### src/design/mbps_pkg.sv
package mbps_pkg;

  localparam int unsigned MAX_PATTERN = 256;
  localparam int unsigned OFFSET_BITS = 32;
  localparam int unsigned LEN_BITS    = $clog2(MAX_PATTERN + 1);

  localparam logic [1:0] CMD_CLEAR = 2'd0;
  localparam logic [1:0] CMD_LOAD  = 2'd1;
  localparam logic [1:0] CMD_SCAN  = 2'd2;

  localparam logic [1:0] ST_NONE      = 2'd0;
  localparam logic [1:0] ST_MATCH     = 2'd1;
  localparam logic [1:0] ST_NOT_FOUND = 2'd2;

  typedef struct packed {
    logic [1:0] command;
    logic [7:0] byte_value;
    logic       care;
    logic       last_byte;
  } mbps_in_t;

  typedef struct packed {
    logic [1:0]  status;
    logic [31:0] match_offset;
  } mbps_out_t;

  // One pattern position as it moves along the row on a load.
  typedef struct packed {
    logic       active;
    logic       care;
    logic [7:0] pat;
  } mbps_slot_t;

  typedef struct packed {
    logic clear;
    logic load;
    logic scan;
  } mbps_ctrl_t;

endpackage

### src/design/mbps_cell.sv
module mbps_cell
  import mbps_pkg::*;
(
  input  logic       clk_i,
  input  logic       rst_ni,
  input  mbps_ctrl_t ctrl_i,
  input  mbps_slot_t slot_i,
  output mbps_slot_t slot_o,
  input  logic [7:0] byte_i,
  input  logic       flag_i,
  output logic       flag_o,
  output logic       partial_o
);

  logic       active_q;
  logic       care_q;
  logic [7:0] pat_q;
  logic       flag_q;
  logic       hit;

  // Cell k holds the pattern byte that must meet the region byte seen k scans ago.
  always_ff @(posedge clk_i or negedge rst_ni) begin
    if (!rst_ni) begin
      active_q <= 1'b0;
      flag_q   <= 1'b1;
    end else begin
      if (ctrl_i.clear) begin
        active_q <= 1'b0;
      end else if (ctrl_i.load) begin
        active_q <= slot_i.active;
      end
      if (ctrl_i.scan) begin
        flag_q <= partial_o;
      end
    end
  end

  always_ff @(posedge clk_i) begin
    if (ctrl_i.load) begin
      care_q <= slot_i.care;
      pat_q  <= slot_i.pat;
    end
  end

  assign hit       = !active_q || !care_q || (pat_q == byte_i);
  assign partial_o = hit && flag_i;
  // An idle cell passes a pass flag so the chain starts at the oldest active cell.
  assign flag_o    = active_q ? flag_q : 1'b1;
  assign slot_o    = '{active: active_q, care: care_q, pat: pat_q};

endmodule

### src/design/mbps_skid.sv
module mbps_skid
  import mbps_pkg::*;
(
  input  logic      clk_i,
  input  logic      rst_ni,
  input  logic      push_i,
  input  mbps_out_t data_i,
  output logic      ready_o,
  output logic      out_valid_o,
  input  logic      out_ready_i,
  output mbps_out_t out_data_o
);

  logic      out_valid_q;
  logic      skid_valid_q;
  mbps_out_t out_q;
  mbps_out_t skid_q;
  logic      out_free;

  assign out_free = !out_valid_q || out_ready_i;

  always_ff @(posedge clk_i or negedge rst_ni) begin
    if (!rst_ni) begin
      out_valid_q  <= 1'b0;
      skid_valid_q <= 1'b0;
    end else begin
      if (out_free) begin
        if (skid_valid_q) begin
          out_valid_q  <= 1'b1;
          skid_valid_q <= push_i;
        end else begin
          out_valid_q <= push_i;
        end
      end else if (push_i) begin
        skid_valid_q <= 1'b1;
      end
    end
  end

  always_ff @(posedge clk_i) begin
    if (out_free) begin
      if (skid_valid_q) begin
        out_q <= skid_q;
        if (push_i) begin
          skid_q <= data_i;
        end
      end else if (push_i) begin
        out_q <= data_i;
      end
    end else if (push_i) begin
      skid_q <= data_i;
    end
  end

  assign ready_o     = !skid_valid_q;
  assign out_valid_o = out_valid_q;
  assign out_data_o  = out_q;

  a_skid_behind_out: assert property (@(posedge clk_i) disable iff (!rst_ni)
    skid_valid_q |-> out_valid_q)
    else $error("skid word held while output register is empty");

  a_no_push_when_full: assert property (@(posedge clk_i) disable iff (!rst_ni)
    skid_valid_q |-> !push_i)
    else $error("word pushed while both slots are full");

  a_skid_drains: assert property (@(posedge clk_i) disable iff (!rst_ni)
    (skid_valid_q && out_ready_i) |=> out_valid_q)
    else $error("skid word lost when output drained");

endmodule

### src/design/masked_byte_pattern_search.sv
// Channel | Direction | Handshake                     | Word
// in      | input     | in_valid_i / in_ready_o       | in_data_i  (mbps_in_t)
// out     | output    | out_valid_o / out_ready_i     | out_data_o (mbps_out_t)
//
// Every accepted word gives one registered result word. A new word is taken every
// cycle while the skid slot is empty; the compare runs along a row of MAX_PATTERN
// cells, each passing a partial-match flag to its neighbor on every scan.
// An output register plus a skid slot keep in_ready_o high while one result waits.
// rst_ni clears the pattern length, the scan state and both output slots.
module masked_byte_pattern_search
  import mbps_pkg::*;
(
  input  logic      clk_i,
  input  logic      rst_ni,
  input  logic      in_valid_i,
  output logic      in_ready_o,
  input  mbps_in_t  in_data_i,
  output logic      out_valid_o,
  input  logic      out_ready_i,
  output mbps_out_t out_data_o
);

  logic [LEN_BITS-1:0]    len_q, len_d;
  logic [OFFSET_BITS-1:0] seen_q, seen_d;
  logic                   found_q, found_d;

  logic                   in_fire;
  logic                   load_go;
  logic                   scan_go;
  logic                   match;
  logic [OFFSET_BITS-1:0] seen_inc;
  logic [OFFSET_BITS-1:0] diff;
  mbps_ctrl_t             ctrl;
  mbps_out_t              res;

  mbps_slot_t             slot_in  [MAX_PATTERN];
  mbps_slot_t             slot_out [MAX_PATTERN];
  logic [MAX_PATTERN:0]   flag;
  logic [MAX_PATTERN-1:0] partial;

  assign in_fire = in_valid_i && in_ready_o;
  assign load_go = in_fire && (in_data_i.command == CMD_LOAD)
                   && (len_q != LEN_BITS'(MAX_PATTERN));
  assign scan_go = in_fire && (in_data_i.command == CMD_SCAN) && !found_q;

  assign ctrl.clear = in_fire && (in_data_i.command == CMD_CLEAR);
  assign ctrl.load  = load_go;
  assign ctrl.scan  = scan_go;

  assign flag[MAX_PATTERN] = 1'b1;

  for (genvar k = 0; k < MAX_PATTERN; k++) begin : g_cell
    if (k == 0) begin : g_head
      assign slot_in[k] = '{active: 1'b1, care: in_data_i.care, pat: in_data_i.byte_value};
    end else begin : g_body
      assign slot_in[k] = slot_out[k-1];
    end
    mbps_cell u_cell (
      .clk_i     (clk_i),
      .rst_ni    (rst_ni),
      .ctrl_i    (ctrl),
      .slot_i    (slot_in[k]),
      .slot_o    (slot_out[k]),
      .byte_i    (in_data_i.byte_value),
      .flag_i    (flag[k+1]),
      .flag_o    (flag[k]),
      .partial_o (partial[k])
    );
  end

  assign seen_inc = (seen_q == '1) ? seen_q : seen_q + 1'b1;
  assign diff     = seen_inc - OFFSET_BITS'(len_q);
  // The window is only complete once as many bytes as the pattern has been scanned.
  assign match    = scan_go && (len_q != '0) && (seen_inc >= OFFSET_BITS'(len_q))
                    && partial[0];

  always_comb begin
    len_d            = len_q;
    seen_d           = seen_q;
    found_d          = found_q;
    res.status       = ST_NONE;
    res.match_offset = '0;
    if (ctrl.clear) begin
      len_d   = '0;
      seen_d  = '0;
      found_d = 1'b0;
    end else if (load_go) begin
      len_d   = len_q + 1'b1;
      seen_d  = '0;
      found_d = 1'b0;
    end else if (scan_go) begin
      seen_d = seen_inc;
      if (match) begin
        found_d          = 1'b1;
        res.status       = ST_MATCH;
        res.match_offset = 32'(diff);
      end else if (in_data_i.last_byte) begin
        res.status = ST_NOT_FOUND;
        seen_d     = '0;
      end
    end
  end

  always_ff @(posedge clk_i or negedge rst_ni) begin
    if (!rst_ni) begin
      len_q   <= '0;
      seen_q  <= '0;
      found_q <= 1'b0;
    end else begin
      len_q   <= len_d;
      seen_q  <= seen_d;
      found_q <= found_d;
    end
  end

  mbps_skid u_skid (
    .clk_i       (clk_i),
    .rst_ni      (rst_ni),
    .push_i      (in_fire),
    .data_i      (res),
    .ready_o     (in_ready_o),
    .out_valid_o (out_valid_o),
    .out_ready_i (out_ready_i),
    .out_data_o  (out_data_o)
  );

  a_len_bound: assert property (@(posedge clk_i) disable iff (!rst_ni)
    len_q <= LEN_BITS'(MAX_PATTERN))
    else $error("pattern length beyond capacity");

  a_frozen_after_match: assert property (@(posedge clk_i) disable iff (!rst_ni)
    (in_fire && found_q && (in_data_i.command == CMD_SCAN)) |=> $stable(seen_q) && found_q)
    else $error("scan state moved after first match");

  a_match_needs_pattern: assert property (@(posedge clk_i) disable iff (!rst_ni)
    match |-> (len_q != '0) && !found_q)
    else $error("match reported with empty pattern or after earlier match");

endmodule

### config.mk
export PLATFORM = sky130hd
export DESIGN_NAME = masked_byte_pattern_search
export DESIGN_NICKNAME = d
export VERILOG_FILES = /design/src/design/mbps_pkg.sv /design/src/design/mbps_cell.sv /design/src/design/mbps_skid.sv /design/src/design/masked_byte_pattern_search.sv
export SDC_FILE = /design/constraint.sdc
export NUM_CORES = 2
export LEC_CHECK = 0
export BUFFER_PORTS_ARGS = -buffer_cell sky130_fd_sc_hd__buf_2
export CAP_MARGIN = 0
export CELL_PAD_IN_SITES_DETAIL_PLACEMENT = 0
export CELL_PAD_IN_SITES_GLOBAL_PLACEMENT = 1
export CORE_AREA = 2 2 510 512
export CTS_CLUSTER_SIZE = 20
export DETAILED_ROUTE_END_ITERATION = 16
export DIE_AREA = 0 0 512 514
export PLACE_DENSITY_LB_ADDON = 0.15
export SLEW_MARGIN = 5
export SYNTH_ARGS = -nofsm -noshare
export SYNTH_HDL_FRONTEND = slang
export SYNTH_HIERARCHICAL = 1
export SYNTH_SLANG_ARGS = --single-unit
### constraint.sdc
create_clock -name clk_i -period 323.6 [get_ports clk_i]
set_clock_uncertainty 0.1 [all_clocks]
set_input_delay 32.36 -clock clk_i [delete_from_list [all_inputs] [get_ports clk_i]]
set_output_delay 32.36 -clock clk_i [all_outputs]
set_load 0.03 [all_outputs]
==> metrics list <==
- Tot GR Track Use: 17.40%
* Sink of the worst hold path: g_cell[6].u_cell/care_q
- Max Slew Vio Count: 0
- Run status: finished clean
- Post-DP HPWL: 134,900 um
- TritonCTS built the clock tree.
- Once layout is done, the placed cells without fillers occupy roughly 140,000 um^2.
- In this run the static leakage power is around 41 nW.
- Max stage delay cell, worst path: sky130_fd_sc_hd__buf_4
* Layout cell share with drive strength beyond 1: 10.96%
- Along the worst hold path, the cell count comes to 0.
* Count of cells resized by post-cts repair: 0
- Measured along the y axis, the die boundary spans 514 um.
* Transition at the pin with the smallest max-transition slack: 1.129 ns
- Broken down by cell family, the worst path's largest delay share belongs to buffers and inverters.
- Power spread over the standard cell area amounts to 6.557 nW/um^2.
- Floorplan core area: ~260,000 um^2
- The hold violation total from the final report was 0.
- The number of antenna violations at the first check in global routing is 4.
- Setup repair after global routing left no endpoint under its margin.
- Pin placement for this block handled 52 I/O pins.
- At the later pin of the worst-skew pair, clock insertion delay measures a little over 0.9 ns.
- # clock sinks: between 2,000 and 3,000
- Number of I/O port buffers: 51
* Length in cells of the worst reg-to-reg path: 13
- Placer's final routability congestion estimate: 0.7513
- STA classifies the critical path endpoint as a flop.
- Kind of start point of the critical path: primary input
- The routed layout has 63,480 vias.
- The cell count after synthesis came out at 8,530.
* Starting DRC count in detailed routing: 4,459
- For flop-to-flop paths, the worst setup slack is around 320 ns.
- Headroom to the max-slew limit came out at about 25%.
* Initial core utilization: between 40% and 50%
* Count of final setup violators: 0
- Total wire length after detailed routing: 231,400 um
- Hold_sp: g_cell[5].u_cell/care_q
* CTS H-tree lvls: 5
- The final layout contains 8,518 nets.
- Post-CTS timing repair inserted 0 buffers for setup.
* Layout area overhead: 9.751%
- Endpoint of the lowest-slack register-to-register path: g_cell[184].u_cell/active_q
- Synthesized cell area: 124,000 um^2
- Remaining Overflow, GRT: 0
- Startpoint-to-endpoint class of the critical path: primary input to flop
- Of the available clock period, the critical path in the final layout requires 11.58%.
- Class of the tightest hold or removal check: flop to flop
- The clock passes through at most 4 buffers.
- Routed wire per std cell: between 15 and 20 um
- For the worst setup path, the data required time is 324.28 ns.
- Max-cap violations in this run came to 0.
- The die covers approximately 260,000 um^2.
- Delay contributed by the slowest stage of the critical path: 0.98 ns
* Clock slew at the register clock pins of the worst setup and hold paths: about 0.06 ns
* Maximum number of pins on one net before global-route repair: approximately 190
- Critical path's most frequent cell: sky130_fd_sc_hd__buf_4
- Cell Chain, Critical Path: buf_2, nand2_1, nor4b_4, buf_4, buf_4, buf_4, buf_4, buf_4, buf_4, mux2i_1, nor2_1
- Static timing analysis puts the maximum clock frequency at 26.69 MHz.
- Together, buffers and inverters on the worst path number 7.
- The number of global-route vias before repair came to 65,170.
- The tree is rooted in a sky130_fd_sc_hd__clkbuf_16.
- The routed design could run at a clock period as short as 37.47 ns.
* Arrival time at the worst endpoint: 38.14 ns
- Buffers inserted to repair hold after CTS numbered 0.
- The floorplan step set the die width to around 510 um.
- Row generation in the floorplan step produced ~190 rows.
- Once placement finished, the instance area stood at 125,500 um^2.
* Post-Synthesis Mean Instance Area: 14.54 um^2
* Maximum VDD drop: 0.006380 mV
- For this run, design rule violations remaining after detail routing come to 0.
- Vias per Instance: 5.225
- Adding up every negative setup slack in the final design gives 0 ns.
- R2R Path Start: len_q[1]
- Syn. warnings: 6
- Global-route wire length before repair: around 370,000 um
* Number of clock buffers inserted by TritonCTS: 330
- The first TritonRoute pass finished after 7 iterations.
- In this run the remaining antenna-violating nets after routing total 0.
- Largest fanout on the critical path: between 80 and 90
-- state kept, by name (all words and copies together), names as in the netlist, 9 cells and up --
register,count
g_cell.u_cell/active_q,256
u_skid/out_data_o,34
g_cell.u_cell/flag_q,255
seen_q,32
len_q,9
g_cell.u_cell/care_q,256
g_cell.u_cell/pat_q,2048
u_skid/skid_q,34
-- report_power, final --
group | total (mW) | internal, mW | leakage, nW | switching, mW
sequential | 0.448 | 0.441 | 22.4 | 0.00673
clock | 0.364 | 0.218 | 5.19 | 0.146
combinational | 0.0805 | 0.0279 | 13.1 | 0.0525
-- worst max-delay path by stage --
stage / from / endpoint / depth (start not counted) / slack [ns]
final: in_valid_i / g_cell[184].u_cell/active_q / 11 / 286.13
after global routing: in_valid_i / g_cell[184].u_cell/active_q / 11 / 285.66
after CTS: in_valid_i / g_cell[181].u_cell/active_q / 11 / 286.12
after detailed placement: in_valid_i / g_cell[184].u_cell/active_q / 11 / 285.09
after global placement: in_valid_i / g_cell[186].u_cell/active_q / 11 / 285.22
after floorplan: in_data_i[10] / seen_q[2] / 3 / 118.99
-- area by class of cell --
type                    instances  area, um^2
fillers                     21440      122000
clock buffers                 454        9368
inverters                     275        1042
well taps                    3402        4257
clock inverters               136        1210
flip-flops and latches       2927       85440
diodes                          2       5.005
repair buffers                157        1204
multi-input cells            4798       33560
-- stage by stage --
stage | power (mW) | setup slack (ns) | util (%) | hold slack, ns | std cells
6_report | 0.8922 | 286.13 | 52.73 | 0.3356 | 12150
5_1_grt | 0.9302 | 285.66 | 52.73 | 0.3516 | 12150
4_1_cts | 0.9050 | 286.12 | 52.73 | 0.3324 | 12150
3_5_place_dp | 0.5370 | 285.09 | 48.63 | 0.3318 | 11560
3_3_place_gp | 0.5347 | 285.22 | 48.63 | 0.3284 | 11560
2_1_floorplan | 0.6203 | 118.99 | - | 0.3471 | 8531
-- cells in the final DEF, fill, tap and decap left out, types with 18 or more instances in the layout --
master                      count
sky130_fd_sc_hd__a21oi_1      272
sky130_fd_sc_hd__buf_2         42
sky130_fd_sc_hd__buf_4        101
sky130_fd_sc_hd__bufinv_16     20
sky130_fd_sc_hd__clkbuf_1      72
sky130_fd_sc_hd__clkbuf_16    341
sky130_fd_sc_hd__clkbuf_8      41
sky130_fd_sc_hd__clkinv_1      45
sky130_fd_sc_hd__clkinv_2      51
sky130_fd_sc_hd__dfrtp_1      299
sky130_fd_sc_hd__dfstp_2      255
sky130_fd_sc_hd__edfxtp_1    2372
sky130_fd_sc_hd__inv_1        273
sky130_fd_sc_hd__mux2_2        18
sky130_fd_sc_hd__mux2i_1      259
sky130_fd_sc_hd__nand2_1      824
sky130_fd_sc_hd__nand3_1       21
sky130_fd_sc_hd__nand4_1       18
sky130_fd_sc_hd__nor2_1       332
sky130_fd_sc_hd__nor4_1       518
sky130_fd_sc_hd__o21ai_0       27
sky130_fd_sc_hd__o22ai_1      258
sky130_fd_sc_hd__xnor2_1       33
sky130_fd_sc_hd__xor2_1      2071
-- routing by layer --
| layer | global-route usage, % | up-vias | share of wire [%] |
|---|---|---|---|
| li1 | - | 29930 | - |
| met1 | 25.51 | 32260 | 49 |
| met2 | 27.26 | 918 | 46 |
| met3 | 2.465 | 376 | 3.4 |
| met4 | 4.652 | 0 | 2.2 |
| met5 | 0 | - | 0 |
(Power assumes the default switching activity.)
